`config.mk`:
```
export PLATFORM = sky130hd
export DESIGN_NAME = seq_reorder_buffer_core
export DESIGN_NICKNAME = d
export VERILOG_FILES = /design/src/hdl/srb_pkg.sv /design/src/hdl/seq_reorder_buffer_core.sv
export SDC_FILE = /design/constraint.sdc
export NUM_CORES = 2
export LEC_CHECK = 0
export ABC_CLOCK_PERIOD_IN_PS = 9900
export CORE_ASPECT_RATIO = 1.25
export CORE_UTILIZATION = 45
export CTS_CLUSTER_SIZE = 24
export DETAILED_ROUTE_END_ITERATION = 6
export DONT_BUFFER_PORTS = 1
export HOLD_SLACK_MARGIN = 0.12
export PLACE_DENSITY = 0.6
export SYNTH_ARGS = -nofsm -noshare
export SYNTH_HDL_FRONTEND = slang
export SYNTH_SLANG_ARGS = --single-unit
```
`constraint.sdc`:
```
create_clock -name clk_i -period 9.9 [get_ports clk_i]
set_input_delay 2.97 -clock clk_i [delete_from_list [all_inputs] [get_ports clk_i]]
set_output_delay 2.97 -clock clk_i [all_outputs]
set_load 0.01 [all_outputs]
```
`src/hdl/srb_pkg.sv`:
```
// Shared types and constants of the reorder buffer
package srb_pkg;
  localparam int unsigned SeqW = 16;
  localparam logic [8:0] WaitMax = 9'd511;
  localparam logic [5:0] RunMax = 6'd32;

  typedef enum logic [1:0] {
    KIND_DELIVER = 2'd0,
    KIND_RETX    = 2'd1,
    KIND_LOST    = 2'd2,
    KIND_DROP    = 2'd3
  } kind_e;

  typedef enum logic {
    CMD_ARRIVE = 1'b0,
    CMD_TICK   = 1'b1
  } cmd_e;

  typedef enum logic {
    REG_HOLD = 1'b0,
    REG_RUN  = 1'b1
  } reg_e;
endpackage

```
`src/hdl/seq_reorder_buffer_core.sv`:
```
// Reorder buffer: one slot of the store is visited per cycle by a shared compare unit.
// Every search (arrival lookup, each drain step, nearest-number scan on tick) walks all DEPTH
// slots, then decides; a first packet is delivered in the cycle after acceptance, an in-order
// one after a drain search. A stored packet holds in_stall_o high over an arrival and a drain
// search; results wait in S_EMIT while out_stall_i is high, retransmits are formed in S_REQ.
// Async active-low reset clears control state and valid bits; config resets to hold 5, run 8.
module seq_reorder_buffer_core import srb_pkg::*; #(
  parameter int unsigned DEPTH = 32
) (
  input  logic        clk_i,
  input  logic        rst_ni,
  input  logic        cfg_we_i,
  input  logic        cfg_index_i,
  input  logic [7:0]  cfg_wdata_i,
  input  logic        in_valid_i,
  output logic        in_stall_o,
  input  logic        command_i,
  input  logic [15:0] seq_i,
  input  logic [15:0] handle_i,
  output logic        out_valid_o,
  input  logic        out_stall_i,
  output logic [1:0]  kind_o,
  output logic [15:0] out_seq_o,
  output logic [15:0] out_handle_o,
  output logic [15:0] lost_count_o,
  output logic        last_o
);
  localparam int unsigned IdxW = (DEPTH > 1) ? $clog2(DEPTH) : 1;

  typedef enum logic [3:0] {
    S_IDLE, S_ASCAN, S_ADEC, S_DSCAN, S_DDEC, S_TSCAN, S_TDEC, S_REQ, S_EMIT
  } state_e;

  typedef enum logic [1:0] {
    RET_IDLE, RET_DRAIN, RET_REQ
  } ret_e;

  state_e state_q;
  ret_e ret_q;
  logic [7:0] hold_q;
  logic [5:0] run_q;
  logic started_q, wait_act_q;
  logic [8:0] wait_q;
  logic [15:0] ld_q;
  logic [DEPTH-1:0] vld_q;
  logic [15:0] eseq_q [DEPTH];
  logic [15:0] ehdl_q [DEPTH];
  logic [15:0] seq_q, hdl_q;
  logic [IdxW-1:0] idx_q, hit_q, free_q;
  logic hit_v_q, free_v_q;
  logic pend_q;
  logic [15:0] best_q, bseq_q;
  logic [5:0] ask_q, reqi_q;
  logic [1:0] okind_q;
  logic [15:0] oseq_q, ohdl_q, olost_q;
  logic olast_q;
  logic [15:0] key, fwd, nxt, d_cur;
  logic scan_end, hit_now;
  logic [5:0] run_cap;

  assign nxt = ld_q + 16'd1;
  assign key = (state_q == S_ASCAN) ? seq_q : nxt;
  assign hit_now = vld_q[idx_q] && (eseq_q[idx_q] == key);
  assign d_cur = eseq_q[idx_q] - nxt;
  assign scan_end = (idx_q == IdxW'(DEPTH - 1));
  assign fwd = seq_i - ld_q;
  assign run_cap = (run_q > RunMax) ? RunMax : run_q;

  assign in_stall_o = (state_q != S_IDLE);
  assign out_valid_o = (state_q == S_EMIT);
  assign kind_o = okind_q;
  assign out_seq_o = oseq_q;
  assign out_handle_o = ohdl_q;
  assign lost_count_o = olost_q;
  assign last_o = olast_q;

  always_ff @(posedge clk_i) begin
    if (state_q == S_IDLE && in_valid_i && command_i == CMD_ARRIVE) begin
      seq_q <= seq_i;
      hdl_q <= handle_i;
    end
    if (state_q == S_ADEC && !hit_v_q && free_v_q && seq_q - ld_q != 16'd1) begin
      eseq_q[free_q] <= seq_q;
      ehdl_q[free_q] <= hdl_q;
    end else if (state_q == S_ADEC && hit_v_q) begin
      ehdl_q[hit_q] <= hdl_q;
    end
  end

  always_ff @(posedge clk_i or negedge rst_ni) begin
    if (!rst_ni) begin
      state_q <= S_IDLE;
      ret_q <= RET_IDLE;
      hold_q <= 8'd5;
      run_q <= 6'd8;
      started_q <= 1'b0;
      wait_act_q <= 1'b0;
      wait_q <= '0;
      ld_q <= '0;
      vld_q <= '0;
      idx_q <= '0;
      hit_q <= '0;
      free_q <= '0;
      hit_v_q <= 1'b0;
      free_v_q <= 1'b0;
      pend_q <= 1'b0;
      best_q <= '0;
      bseq_q <= '0;
      ask_q <= '0;
      reqi_q <= '0;
      okind_q <= KIND_DELIVER;
      oseq_q <= '0;
      ohdl_q <= '0;
      olost_q <= '0;
      olast_q <= 1'b0;
    end else begin
      if (cfg_we_i) begin
        unique case (cfg_index_i)
          REG_HOLD: hold_q <= cfg_wdata_i;
          REG_RUN:  run_q <= cfg_wdata_i[5:0];
          default: ;
        endcase
      end
      unique case (state_q)
        S_IDLE: begin
          idx_q <= '0;
          hit_v_q <= 1'b0;
          free_v_q <= 1'b0;
          if (in_valid_i) begin
            if (command_i == CMD_ARRIVE) begin
              if (!started_q) begin
                started_q <= 1'b1;
                ld_q <= seq_i;
                okind_q <= KIND_DELIVER;
                oseq_q <= seq_i;
                ohdl_q <= handle_i;
                olost_q <= '0;
                olast_q <= 1'b1;
                ret_q <= RET_IDLE;
                state_q <= S_EMIT;
              end else if (fwd == 16'd0 || fwd[15]) begin
                state_q <= S_IDLE;
              end else if (fwd == 16'd1) begin
                ld_q <= seq_i;
                okind_q <= KIND_DELIVER;
                oseq_q <= seq_i;
                ohdl_q <= handle_i;
                olost_q <= '0;
                olast_q <= 1'b0;
                pend_q <= 1'b1;
                state_q <= S_DSCAN;
              end else begin
                pend_q <= 1'b0;
                state_q <= S_ASCAN;
              end
            end else if (vld_q != '0 && wait_act_q) begin
              best_q <= 16'hFFFF;
              bseq_q <= ld_q + 16'd1;
              if ((wait_q < WaitMax ? wait_q + 9'd1 : wait_q) >= {1'b0, hold_q}) begin
                state_q <= S_TSCAN;
              end
              if (wait_q < WaitMax) begin
                wait_q <= wait_q + 9'd1;
              end
            end
          end
        end
        S_ASCAN: begin
          if (hit_now) begin
            hit_v_q <= 1'b1;
            hit_q <= idx_q;
          end
          if (!vld_q[idx_q] && !free_v_q) begin
            free_v_q <= 1'b1;
            free_q <= idx_q;
          end
          idx_q <= idx_q + IdxW'(1);
          if (scan_end) begin
            state_q <= S_ADEC;
          end
        end
        S_ADEC: begin
          idx_q <= '0;
          hit_v_q <= 1'b0;
          if (hit_v_q) begin
            state_q <= S_IDLE;
          end else if (free_v_q) begin
            vld_q[free_q] <= 1'b1;
            state_q <= S_DSCAN;
          end else begin
            okind_q <= KIND_DROP;
            oseq_q <= seq_q;
            ohdl_q <= hdl_q;
            olost_q <= '0;
            olast_q <= 1'b1;
            ret_q <= RET_IDLE;
            state_q <= S_EMIT;
          end
        end
        S_DSCAN: begin
          if (hit_now) begin
            hit_v_q <= 1'b1;
            hit_q <= idx_q;
          end
          idx_q <= idx_q + IdxW'(1);
          if (scan_end) begin
            state_q <= S_DDEC;
          end
        end
        S_DDEC: begin
          idx_q <= '0;
          hit_v_q <= 1'b0;
          if (hit_v_q) begin
            if (pend_q) begin
              // another delivery follows the waiting result
              olast_q <= 1'b0;
              ret_q <= RET_DRAIN;
              state_q <= S_EMIT;
            end else begin
              vld_q[hit_q] <= 1'b0;
              ld_q <= nxt;
              okind_q <= KIND_DELIVER;
              oseq_q <= nxt;
              ohdl_q <= ehdl_q[hit_q];
              olost_q <= '0;
              olast_q <= 1'b0;
              pend_q <= 1'b1;
              state_q <= S_DSCAN;
            end
          end else begin
            if (vld_q == '0) begin
              wait_act_q <= 1'b0;
              wait_q <= '0;
            end else if (!wait_act_q) begin
              wait_act_q <= 1'b1;
              wait_q <= '0;
            end
            olast_q <= 1'b1;
            ret_q <= RET_IDLE;
            state_q <= pend_q ? S_EMIT : S_IDLE;
          end
        end
        S_TSCAN: begin
          if (vld_q[idx_q] && d_cur < best_q) begin
            best_q <= d_cur;
            bseq_q <= eseq_q[idx_q];
          end
          idx_q <= idx_q + IdxW'(1);
          if (scan_end) begin
            state_q <= S_TDEC;
          end
        end
        S_TDEC: begin
          idx_q <= '0;
          reqi_q <= '0;
          if (wait_q < {hold_q, 1'b0}) begin
            ask_q <= (best_q < {10'd0, run_cap}) ? best_q[5:0] : run_cap;
            state_q <= (best_q == 16'd0 || run_cap == 6'd0) ? S_IDLE : S_REQ;
          end else begin
            okind_q <= KIND_LOST;
            oseq_q <= nxt;
            ohdl_q <= '0;
            olost_q <= best_q;
            olast_q <= 1'b0;
            ld_q <= bseq_q - 16'd1;
            wait_act_q <= 1'b0;
            wait_q <= '0;
            pend_q <= 1'b1;
            state_q <= S_DSCAN;
          end
        end
        S_REQ: begin
          okind_q <= KIND_RETX;
          oseq_q <= nxt + {10'd0, reqi_q};
          ohdl_q <= '0;
          olost_q <= '0;
          olast_q <= (reqi_q + 6'd1 == ask_q);
          reqi_q <= reqi_q + 6'd1;
          ret_q <= (reqi_q + 6'd1 == ask_q) ? RET_IDLE : RET_REQ;
          state_q <= S_EMIT;
        end
        S_EMIT: begin
          if (!out_stall_i) begin
            unique case (ret_q)
              RET_DRAIN: begin
                vld_q[hit_q] <= 1'b0;
                ld_q <= nxt;
                okind_q <= KIND_DELIVER;
                oseq_q <= nxt;
                ohdl_q <= ehdl_q[hit_q];
                olost_q <= '0;
                olast_q <= 1'b0;
                state_q <= S_DSCAN;
              end
              RET_REQ:   state_q <= S_REQ;
              default:   state_q <= S_IDLE;
            endcase
          end
        end
        default: state_q <= S_IDLE;
      endcase
    end
  end
endmodule

```
==> results_dict.tcl <==
set metrics [dict create \
    avgRoutedWirePerCell_um 28.1 \
    yosys_warnings 0 \
    finalSetupViolCount 0 \
    synth_flop_cell "edfxtp_1" \
    clock_path_buffers 3 \
    number_of_antenna_violations_at_the_first_check_in_global_routing 0 \
    power.ir.vdd_worst_v 0.000192 \
    timing_worst_slew_pin_value_ps 1250 \
    clock_buffer_count_from_cts 120 \
    drt_pre_antenna_iters 6 \
    max-slew-margin-rel 0.164 \
    ys_seq_elements 1248 \
    globalRouteOverflowTotal 0 \
    fin_worst_skew_ps 81.0 \
    cts.root.buffer_cell "clkbuf_16" \
    design.final.nets 3613 \
    synth_edf_count 1056 \
    floorplan.initialDensity 0.455 \
    tritoncts "yes" \
    r2r-end "bseq_q[13]" \
    crit_path_end_kind "register" \
    rsz_0062_raised_after_global_routing "false" \
    layout.cells.most_common "edfxtp_1" \
    syn_inst 3381 \
    worst_skew_late_latency_ps 770 \
    syn_avg_cell_area_um2 15.9 \
    drt_first_iter_violations 3289 \
    placeableCoreArea_mm2 0.119 \
    place_ws_ps 2360 \
    timing.final.max_slew_violations 0 \
    hold_path_cell_cnt 2 \
    clock_sinks 1248 \
    period_minus_slack_ps 7630 \
    dr_total_vias 31274 \
    regToRegSetupSlack_ps 2270 \
    synth-async-reset-ratio 0.154 \
    hold-worst-slack_ps 518 \
    most-common-layout-cells "1056 x edfxtp_1, 244 x mux4_2, 218 x nand2_1" \
    r2r-start "idx_q[2]" \
    final_critical_path_setup_slack_ps 2270 \
    drt-total-wl_um 145000 \
    holdPathEnd "ask_q[0]" \
    crit_fanout 60 \
    gr-usage-all-layers 0.239 \
    grt_first_pass_wirelength_um 213000 \
    worst_min_path_start "ask_q[0]" \
    critPathArrivalTime_ps 8270 \
    leakage_nw 19.9 \
    avgViaCountPerCell 6.07 \
    post_synth_design_cell_area_mm2 0.0539 \
    cp-start-kind "register" \
    hold_class "register to register" \
    run_status "completed" \
    place.detailed.hpwl_um 91900 \
    first_global_vias 31320 \
    worstPathRequired_ps 10540 \
    placement_rows 141 \
    totalNegativeSetupSlack_ps 0 \
    synth.distinct_cells 76 \
    achievable-frequency_ghz 0.131 \
    die_height_um 389 \
    remaining_drc_errors 0 \
    htree_num_levels 3 \
    power_density_mw_per_mm2 246 \
    globalplace.congestion 0.880 \
    drv_cap 0 \
    worst-r2r-cell-count 26 \
    type_of_the_setup_path_with_the_least_slack "register to register" \
    clkTransAtPathRegs_ps 70 \
    fp.dieArea_mm2 0.121 \
    io_pins 100 \
    mappedNetlistNets 3526 \
    areaGrowthSynthToFinish_pct 11.8 \
    post-route-period-util 0.771 \
    detail-route-antenna-nets 0 \
    maximum_number_of_pins_on_one_net_before_global_route_repair 193 \
    synth_seq_area_share 0.677 \
    ctsResizeCount 0 \
    drive_above_1_share 0.187 \
    totalPowerFinal_mw 14.9 \
    postCtsSetupRepairBufs 0 \
    die-width_um 312 \
    portBuffers 0 \
    postCtsHoldBufs 0 \
    hold_viol_final 0 \
]
==> worst max-delay path by stage <==
| stage | slack (ps) | endpoint | from | depth (start not counted) |
|---|---|---|---|---|
| 3_3_place_gp | 2470 | best_q[1] | idx_q[2] | 25 |
| 5_1_grt | 1690 | bseq_q[11] | idx_q[1] | 26 |
| 4_1_cts | 2370 | bseq_q[11] | idx_q[1] | 21 |
| 6_report | 2270 | bseq_q[13] | idx_q[2] | 26 |
| 2_1_floorplan | 3500 | ld_q[15] | seq_i[0] | 14 |
| 3_5_place_dp | 2360 | bseq_q[1] | idx_q[1] | 21 |
==> stage by stage <==
stage | std cells | instance area (um2) | util
after CTS | 5146 | 60300 | 0.509
after global routing | 5146 | 60300 | 0.509
after floorplan | 3381 | 53900 | -
final | 5148 | 60300 | 0.509
after global placement | 4919 | 56300 | 0.475
after detailed placement | 4919 | 56300 | 0.475
==> flip-flops by register name (all words and copies together), names as in the netlist, 4 cells and up <==
signal and flops:
wait_q 9, state_q 4, free_q 5, vld_q 32
hit_q 5, ask_q 6, ehdl_q 512, hdl_q 16
run_q 6, hold_q 8, ld_q 16, idx_q 5
out_handle_o 16, reqi_q 6, seq_q 16, bseq_q 16
eseq_q 512, best_q 16, out_seq_o 16, lost_count_o 16
==> Yosys cell counts, drive strengths merged (14+ instances only) <==
| cell | count | area (um2) |
|---|---|---|
| a211oi | 16 | 120 |
| a21o | 18 | 135 |
| a21oi | 206 | 1030 |
| a221oi | 18 | 170 |
| a222oi | 27 | 270 |
| a22oi | 75 | 568 |
| a31oi | 15 | 93.8 |
| and2 | 17 | 106 |
| buf | 60 | 440 |
| clkbuf | 102 | 383 |
| dfrtp | 189 | 4730 |
| edfxtp | 1056 | 31700 |
| ha | 94 | 1180 |
| inv | 86 | 323 |
| mux2 | 35 | 413 |
| mux2i | 80 | 801 |
| mux4 | 246 | 5550 |
| nand2 | 219 | 822 |
| nand2b | 21 | 131 |
| nand3 | 37 | 185 |
| nand4 | 29 | 181 |
| nor2 | 170 | 638 |
| nor2b | 33 | 206 |
| nor3 | 53 | 265 |
| nor4 | 26 | 163 |
| o21a | 14 | 105 |
| o21ai | 147 | 736 |
| o221ai | 19 | 166 |
| o22ai | 18 | 113 |
| o31ai | 23 | 173 |
| or3 | 17 | 106 |
| xnor2 | 59 | 517 |
| xor2 | 34 | 298 |
==> cells by family after synthesis <==
family                     share of synthesized area
DFF                                            0.677
AOI/OAI and AO/OA                             0.0795
and+or+nand+nor                               0.0581
muxes                                          0.125
buffers and inverters                         0.0214
adders and majority gates                     0.0233
xor gates and xnor gates                      0.0151
==> layer usage <==
| layer | global-route usage | share of wire | wire (um) |
|---|---|---|---|
| met5 | 0 | 0 | 0 |
| met4 | 0.0971 | 0.040 | 5810 |
| met1 | 0.312 | 0.40 | 57800 |
| met2 | 0.402 | 0.50 | 71900 |
| met3 | 0.0344 | 0.063 | 9170 |
==> power breakdown <==
part	switching [mW]	internal (mW)	total [mW]
Sequential	0.410	6.01	6.42
Clock	2.04	2.64	4.68
Combinational	2.30	1.46	3.76
Total	4.75	10.1	14.9
==> cell type report <==
class	count	area [um2]
flip-flops and latches	1248	36500
inverters	88	330
clock buffers	146	3150
clock inverters	81	855
multi-input cells	1883	16500
repair buffers	127	966
diodes	2	5.00
well taps	1573	1970
fillers	9800	58300
==> worst max-delay path, stage by stage (launching register included) <==
cell      delay [ps]
dfrtp_4          990
nand3b_1         890
o22ai_1          440
a211o_1          170
nand2_1           50
a21oi_1          120
o21ai_0          380
ha_1             390
fa_1             470
nor2b_1          110
o21ai_0          100
a21boi_0         350
o211ai_1         160
a21oi_1          150
a211oi_1          70
nor2b_1          150
xnor2_1          190
ha_1             280
a21o_1           160
a21oi_1          140
nor2b_1           50
o21ai_0          140
a21oi_1           80
a211o_1          350
nand2_2          790
nor2_1            90
a21oi_1          170
Note: power is estimated with default switching activity, not from simulation.
